==> src/rtl/core/rdws_pkg.sv <==
// Shared constants for the ring deque with search: field widths,
// operation codes and status codes. No dependencies.
package rdws_pkg;

  localparam int DEFAULT_DEPTH = 16;

  localparam int OP_W        = 3;
  localparam int VALUE_W     = 32;
  localparam int STATUS_W    = 2;
  localparam int POSITION_W  = 4;
  localparam int OCCUPANCY_W = 5;

  typedef logic [OP_W-1:0]     op_t;
  typedef logic [STATUS_W-1:0] status_t;

  localparam op_t OP_APPEND = 3'd0;
  localparam op_t OP_INSERT = 3'd1;
  localparam op_t OP_REMOVE = 3'd2;
  localparam op_t OP_CLEAR  = 3'd3;
  localparam op_t OP_SEARCH = 3'd4;

  localparam status_t STATUS_OK    = 2'd0;
  localparam status_t STATUS_FIRST = 2'd1;
  localparam status_t STATUS_FULL  = 2'd2;
  localparam status_t STATUS_EMPTY = 2'd3;

endpackage

==> src/rtl/core/ring_deque_with_search.sv <==
// Ring deque with search: top level, ring memory and sequencer; uses rdws_pkg.
// Every op passes through the states EXEC and RESULT before out_valid; a search
// also walks SRCH, reading entries from the head until a hit or the occupancy.
// A new item is taken only when the sequencer is idle, so one op runs at a time
// with one memory read port and one comparator; a full output register stalls it.
// Reset: synchronous active-low; head and count go to zero, memory is left.
module ring_deque_with_search
  import rdws_pkg::*;
#(
  parameter int DEPTH = DEFAULT_DEPTH
) (
  input  logic                      clk,
  input  logic                      rst_n,
  input  logic                      in_valid,
  output logic                      in_ready,
  input  logic [OP_W-1:0]           in_op,
  input  logic signed [VALUE_W-1:0] in_value,
  output logic                      out_valid,
  input  logic                      out_ready,
  output logic [STATUS_W-1:0]       out_status,
  output logic                      out_found,
  output logic [POSITION_W-1:0]     out_position,
  output logic [OCCUPANCY_W-1:0]    out_occupancy
);

  // Index into the ring, count of held values (0..DEPTH), and a sum of two.
  localparam int AW    = $clog2(DEPTH);
  localparam int CW    = $clog2(DEPTH + 1);
  localparam int SUM_W = CW + 1;

  // Sequencer states.
  localparam logic [1:0] S_IDLE   = 2'd0;
  localparam logic [1:0] S_EXEC   = 2'd1;
  localparam logic [1:0] S_SRCH   = 2'd2;
  localparam logic [1:0] S_RESULT = 2'd3;

  // Ring memory: written at one address, read at one, read data registered.
  logic signed [VALUE_W-1:0] ring_mem [DEPTH];
  logic signed [VALUE_W-1:0] rd_data_r;
  logic                      mem_we;
  logic [AW-1:0]             mem_waddr;
  logic [AW-1:0]             rd_addr;

  logic [1:0]                state_r, state_nxt;
  op_t                       op_r, op_nxt;
  logic signed [VALUE_W-1:0] value_r, value_nxt;
  logic [AW-1:0]             head_r, head_nxt;
  logic [CW-1:0]             count_r, count_nxt;
  logic [CW-1:0]             idx_r, idx_nxt;       // next entry to read
  logic                      cmp_vld_r, cmp_vld_nxt; // rd_data_r holds a live entry
  logic [CW-1:0]             cmp_pos_r, cmp_pos_nxt; // its position from head
  status_t                   status_r, status_nxt;
  logic                      found_r, found_nxt;
  logic [CW-1:0]             pos_r, pos_nxt;

  logic                          out_valid_r, out_valid_nxt;
  logic [STATUS_W-1:0]           out_status_r, out_status_nxt;
  logic                          out_found_r, out_found_nxt;
  logic [POSITION_W-1:0]         out_position_r, out_position_nxt;
  logic [OCCUPANCY_W-1:0]        out_occupancy_r, out_occupancy_nxt;

  // Ring address arithmetic: wrap a sum below 2*DEPTH with one compare.
  logic [SUM_W-1:0] tail_sum;
  logic [SUM_W-1:0] srch_sum;
  logic [AW-1:0]    tail_idx;
  logic [AW-1:0]    srch_idx;
  logic [AW-1:0]    head_inc;
  logic [AW-1:0]    head_dec;

  assign tail_sum = SUM_W'(head_r) + SUM_W'(count_r);
  assign srch_sum = SUM_W'(head_r) + SUM_W'(idx_r);
  assign tail_idx = (tail_sum >= SUM_W'(DEPTH)) ? AW'(tail_sum - SUM_W'(DEPTH))
                                                : AW'(tail_sum);
  assign srch_idx = (srch_sum >= SUM_W'(DEPTH)) ? AW'(srch_sum - SUM_W'(DEPTH))
                                                : AW'(srch_sum);
  assign head_inc = (head_r == AW'(DEPTH - 1)) ? '0 : head_r + AW'(1);
  assign head_dec = (head_r == '0) ? AW'(DEPTH - 1) : head_r - AW'(1);

  assign rd_addr = srch_idx;

  // Take a new item whenever the sequencer is idle; a finished result
  // waits in the output register meanwhile.
  assign in_ready      = (state_r == S_IDLE);
  assign out_valid     = out_valid_r;
  assign out_status    = out_status_r;
  assign out_found     = out_found_r;
  assign out_position  = out_position_r;
  assign out_occupancy = out_occupancy_r;

  always_comb begin
    state_nxt         = state_r;
    op_nxt            = op_r;
    value_nxt         = value_r;
    head_nxt          = head_r;
    count_nxt         = count_r;
    idx_nxt           = idx_r;
    cmp_vld_nxt       = 1'b0;
    cmp_pos_nxt       = cmp_pos_r;
    status_nxt        = status_r;
    found_nxt         = found_r;
    pos_nxt           = pos_r;
    out_valid_nxt     = out_valid_r;
    out_status_nxt    = out_status_r;
    out_found_nxt     = out_found_r;
    out_position_nxt  = out_position_r;
    out_occupancy_nxt = out_occupancy_r;
    mem_we            = 1'b0;
    mem_waddr         = head_r;

    // Drop the result once the sink takes it.
    if (out_valid_r && out_ready) begin
      out_valid_nxt = 1'b0;
    end

    case (state_r)
      S_IDLE: begin
        if (in_valid) begin
          op_nxt    = in_op;
          value_nxt = in_value;
          state_nxt = S_EXEC;
        end
      end

      S_EXEC: begin
        status_nxt = STATUS_OK;
        found_nxt  = 1'b0;
        pos_nxt    = '0;
        state_nxt  = S_RESULT;
        case (op_r)
          OP_APPEND, OP_INSERT: begin
            if (count_r == '0) begin
              // First value lands in the head slot for either end.
              mem_we     = 1'b1;
              mem_waddr  = head_r;
              count_nxt  = CW'(1);
              status_nxt = STATUS_FIRST;
            end else if (count_r == CW'(DEPTH)) begin
              status_nxt = STATUS_FULL;
            end else if (op_r == OP_APPEND) begin
              mem_we    = 1'b1;
              mem_waddr = tail_idx;
              count_nxt = count_r + CW'(1);
            end else begin
              mem_we    = 1'b1;
              mem_waddr = head_dec;
              head_nxt  = head_dec;
              count_nxt = count_r + CW'(1);
            end
          end
          OP_REMOVE: begin
            if (count_r == '0) begin
              status_nxt = STATUS_EMPTY;
            end else begin
              head_nxt  = head_inc;
              count_nxt = count_r - CW'(1);
            end
          end
          OP_CLEAR: begin
            head_nxt  = '0;
            count_nxt = '0;
          end
          OP_SEARCH: begin
            idx_nxt   = '0;
            state_nxt = S_SRCH;
          end
          default: begin
            // Unknown op: leave head, count and memory as they are; report the unchanged count.
          end
        endcase
      end

      S_SRCH: begin
        // Compare the entry read last cycle while reading the next one.
        if (cmp_vld_r && (rd_data_r == value_r)) begin
          found_nxt = 1'b1;
          pos_nxt   = cmp_pos_r;
          state_nxt = S_RESULT;
        end else if (idx_r == count_r) begin
          state_nxt = S_RESULT;
        end else begin
          cmp_vld_nxt = 1'b1;
          cmp_pos_nxt = idx_r;
          idx_nxt     = idx_r + CW'(1);
        end
      end

      S_RESULT: begin
        // Load the output register once it is free or being emptied.
        if (!out_valid_r || out_ready) begin
          out_valid_nxt     = 1'b1;
          out_status_nxt    = status_r;
          out_found_nxt     = found_r;
          out_position_nxt  = POSITION_W'(pos_r);
          out_occupancy_nxt = OCCUPANCY_W'(count_r);
          state_nxt         = S_IDLE;
        end
      end

      default: begin
        state_nxt = S_IDLE;
      end
    endcase
  end

  always_ff @(posedge clk) begin
    if (mem_we) begin
      ring_mem[mem_waddr] <= value_r;
    end
    rd_data_r <= ring_mem[rd_addr];
  end

  always_ff @(posedge clk) begin
    if (!rst_n) begin
      state_r     <= S_IDLE;
      head_r      <= '0;
      count_r     <= '0;
      cmp_vld_r   <= 1'b0;
      out_valid_r <= 1'b0;
    end else begin
      state_r     <= state_nxt;
      head_r      <= head_nxt;
      count_r     <= count_nxt;
      cmp_vld_r   <= cmp_vld_nxt;
      out_valid_r <= out_valid_nxt;
    end
  end

  always_ff @(posedge clk) begin
    op_r            <= op_nxt;
    value_r         <= value_nxt;
    idx_r           <= idx_nxt;
    cmp_pos_r       <= cmp_pos_nxt;
    status_r        <= status_nxt;
    found_r         <= found_nxt;
    pos_r           <= pos_nxt;
    out_status_r    <= out_status_nxt;
    out_found_r     <= out_found_nxt;
    out_position_r  <= out_position_nxt;
    out_occupancy_r <= out_occupancy_nxt;
  end

endmodule
==> config.mk <==
export PLATFORM = sky130hd
export DESIGN_NAME = ring_deque_with_search
export DESIGN_NICKNAME = d
export VERILOG_FILES = /design/src/rtl/core/rdws_pkg.sv /design/src/rtl/core/ring_deque_with_search.sv
export SDC_FILE = /design/constraint.sdc
export NUM_CORES = 1
export LEC_CHECK = 0
export BUFFER_PORTS_ARGS = -buffer_cell sky130_fd_sc_hd__buf_2
export CAP_MARGIN = 30
export CORE_UTILIZATION = 35
export CTS_CLUSTER_DIAMETER = 60
export DETAILED_ROUTE_END_ITERATION = 10
export GPL_ROUTABILITY_DRIVEN = 0
export PLACE_DENSITY = 0.54
export SLEW_MARGIN = 10
export SYNTH_ARGS = -nofsm -noshare
export SYNTH_HDL_FRONTEND = slang
export SYNTH_SLANG_ARGS = --single-unit
export TNS_END_PERCENT = 20
==> constraint.sdc <==
create_clock -name clk -period 4.2 [get_ports clk]
set_input_delay 0.63 -clock clk [delete_from_list [all_inputs] [get_ports clk]]
set_output_delay 0.63 -clock clk [all_outputs]
set_load 0.03 [all_outputs]
==> summary.txt <==
Slowest Stage Delay on Critical Path = 0.56 ns
Min Tclk post-route = 3.38 ns
Layout area overhead = 17.3%
# port buffers = 52
CTS-repair resized insts = 0
Final Hold Violating Endpoints = 0
CTS buffer count = 68
Post-CTS Setup Inserts = 0
Worst Path Buf+Inv = 2
Synth area leaders = edfxtp_1 72%, mux4_2 12%, dfxtp_1 3.7%, xnor2_1 1.4%, nand2_1 1.2%
Starting DRT DRC Count = 946
Vias in the first global route = 12624
Synth Flop Type = edfxtp_1
Distinct cells, synth = 64
Final period utilization = 0.805
Clock Path Buffers = 3
Adder-Cell Fraction of Synth Area = 0.00998
Final setup violating endpoints = 0
Crit path kind = reg -> reg
Sw frac = 0.296
CTS tree = yes
Layout cells sized above 1 = 0.276
Worst Hold Depth = 1
Net Sw Power = 5.39 mW
CP max FO = 21
Synth warnings = 0
Die W = 264 um
Core area = 0.0676 mm2
Layout net count = 1410
Initial core utilization = 0.356
Seq pwr share = 0.422
DR vias/cell = 5.21
Antenna violations before repair = 1
Worst setup SP type = flip-flop
Fin. max-slew vios = 0
R2R cell count = 9
Ant. Diodes = 0
Ys async rst share = 0
Fin Setup TNS = 0 ns
Final HPWL DP = 33.4 mm
Die Y-Extent = 264 um
Die area = 0.0698 mm2
Num ports = 53
Mux contribution to synthesized area = 0.124
DR vias = 11895
P_leak = 9.03 nW
Top cell type's share of synthesized area = 0.717
WP data arrival = 3.68 ns
Number of synthesized register bits = 620
CTS Root Cell = clkbuf_16
Clock skew = 0.0343 ns
First-pass DRT Iterations = 4
Clk pin slew, worst setup/hold paths = 0.06 ns
Synthesized area = 0.0241 mm2
Gr ovfl total = 0
Crit-path cells = inv_1, ha_1, or3b_1, nand2_4, or3_4, mux2i_4, o21ai_2, nor2_4, buf_12
RSZ-0062 raised after global routing = false
Drt wl/cell = 24.4 um
Power per Cell Area = 644 mW/mm2
Combinational share of power = 0.259
Synth Area per Inst = 19.8 um2
Worst-margin pin slew = 0.742 ns
Rows = 95
Slowest CP cell = nor2_4
Peak supply drop = 0.385 mV
Synth Area in Compound Gates = 0.0387
Status = complete, no violations
CTS H-Tree Depth = 3
Simple-Gate Fraction of Synth Area = 0.0418
Sink Count = 620
Syn Inst Count = 1218
Main combinational cell family by area after synthesis = multiplexers
Post-layout util = 0.417
Clk Latency, worst-skew pair = 0.62 ns
Power Internal = 12.8 mW
Post-route DRC = 0
Total Routing Usage GR = 0.163
Area leader, netlist = edfxtp_1
Clk pwr share = 0.319
Worst hold path class = in -> reg
ANT nets after route = 0
Syn nets = 1275
Routed WL = 55.6 mm
CP required = 4.50 ns
Cts hold-fix bufs = 0
First-pass GRT wire length = 83.5 mm
Largest net degree at the start of global routing = 65
Delay-heaviest family, CP = simple AND/OR/NAND/NOR gates
Sequential share of the synthesized area = 0.755
Crit. path cell count = 9
Post-synthesis xor/xnor area fraction = 0.0167
Slew margin rel. = 0.505
EDFF count, synth = 575
Max Clock Freq = 296 MHz
Maxcap violations = 0
Crit path capture type = flip-flop
-- cells by family (layout without fill, tap and decap cells) --
kind of cell	count (synthesis)	in the layout
AO/OA/AOI/OAI	131	131
AND/OR/NAND/NOR	199	199
multiplexers	135	135
flip-flops	620	620
buffers and inverters	70	260
XOR/XNOR	45	45
adder cells (fa/ha/maj)	18	18
-- area by class of cell --
cell class	count	area (um2)
Clock inverter	30	349
Tap cell	873	1090
Multi-Input combinational cell	528	5730
Clock buffer	95	1840
Sequential cell	620	18200
Timing Repair Buffer	121	978
Inverter	14	52.6
Fill cell	5895	39400
-- synthesized netlist by cell type, drive strengths merged (7+ instances only) --
| cell | count |
|---|---|
| inv | 13 |
| buf | 33 |
| xnor2 | 39 |
| nor3 | 11 |
| a211oi | 37 |
| a31oi | 33 |
| clkbuf | 23 |
| dfxtp | 45 |
| nand4 | 7 |
| nor2 | 36 |
| ha | 16 |
| o21ai | 16 |
| nand3 | 8 |
| edfxtp | 575 |
| and2 | 39 |
| nand2 | 79 |
| a21oi | 14 |
| mux4 | 128 |
-- per-layer routing --
metal  GRT usage  vias to the layer above  part of all wire
met5           0                        -                 0
met3      0.0342                       72             0.048
li1            -                     5201                 -
met1       0.222                     6329              0.45
met2       0.267                      293              0.49
met4      0.0432                        0             0.018
-- placed cells by master, fill, tap and decap left out, types with 4 or more instances in the layout --
cell type	Yosys	final
a211oi_1	36	36
a21oi_1	14	14
a31oi_1	33	33
and2_1	39	38
buf_12	0	16
buf_2	16	52
buf_4	12	53
bufinv_16	0	4
clkbuf_1	23	23
clkbuf_16	0	68
clkbuf_8	0	4
clkinv_1	1	8
clkinv_2	0	6
clkinv_8	0	5
dfxtp_1	45	45
edfxtp_1	575	575
ha_1	16	15
inv_1	13	13
mux4_2	128	128
nand2_1	78	78
nand2b_1	6	6
nand3_1	5	5
nand4_1	7	7
nor2_1	34	18
nor2_4	0	16
nor2b_1	4	4
nor3_1	9	9
o21a_1	5	5
o21ai_0	11	11
xnor2_1	38	37
xor2_1	6	5
-- worst register-to-register path, stage by stage (launching register included) --
cell and delay (ns):
dfxtp_1 0.50, inv_1 0.17, ha_1 0.22, or3b_1 0.37
nand2_4 0.16, or3_4 0.42, mux2i_4 0.19, o21ai_2 0.19
nor2_4 0.56, buf_12 0.30
-- power by group through the flow --
stage,Clock [mW],Combinational [mW],Sequential (mW)
finish,5.80,4.71,7.67
global route,6.17,5.10,7.71
CTS,5.95,4.83,7.67
detailed placement,0,4.83,7.80
global placement,0,4.78,7.80
floorplan,0,3.14,7.79
-- path summary, 6_finish.rpt --
path / from / to / slack (ns)
min: in_value[29] / value_r[29]$_DFFE_PP_ / 0.19
min reg2reg: status_r[0]$_DFFE_PP_ / out_status[0]$_DFFE_PP_ / 0.42
max: count_r[1]$_SDFFE_PN0P_ / ring_mem[11][21]$_DFFE_PP_ / 0.82
max reg2reg: count_r[1]$_SDFFE_PN0P_ / ring_mem[11][21]$_DFFE_PP_ / 0.82
-- sequential cells by signal, indices dropped and copies added (netlist names), 5 cells and up --
signal and flops:
value_r 32, count_r 5, idx_r 5, ring_mem 512, rd_data_r 32, out_occupancy 5
-- stage by stage --
step                hold WS, ns  total power [mW]  setup WS [ns]  instance area (um2)  instances
finish                    0.185              18.2          0.820                28200       2281
global route              0.154              19.0          0.573                28200       2281
floorplan                 0.400              10.9          0.624                24100       1218
CTS                       0.148              18.5          0.809                28200       2281
global placement          0.406              12.6          0.800                26000       2155
detailed placement        0.410              12.6          0.803                26000       2156
No activity file was read; power rests on OpenSTA's default activity.
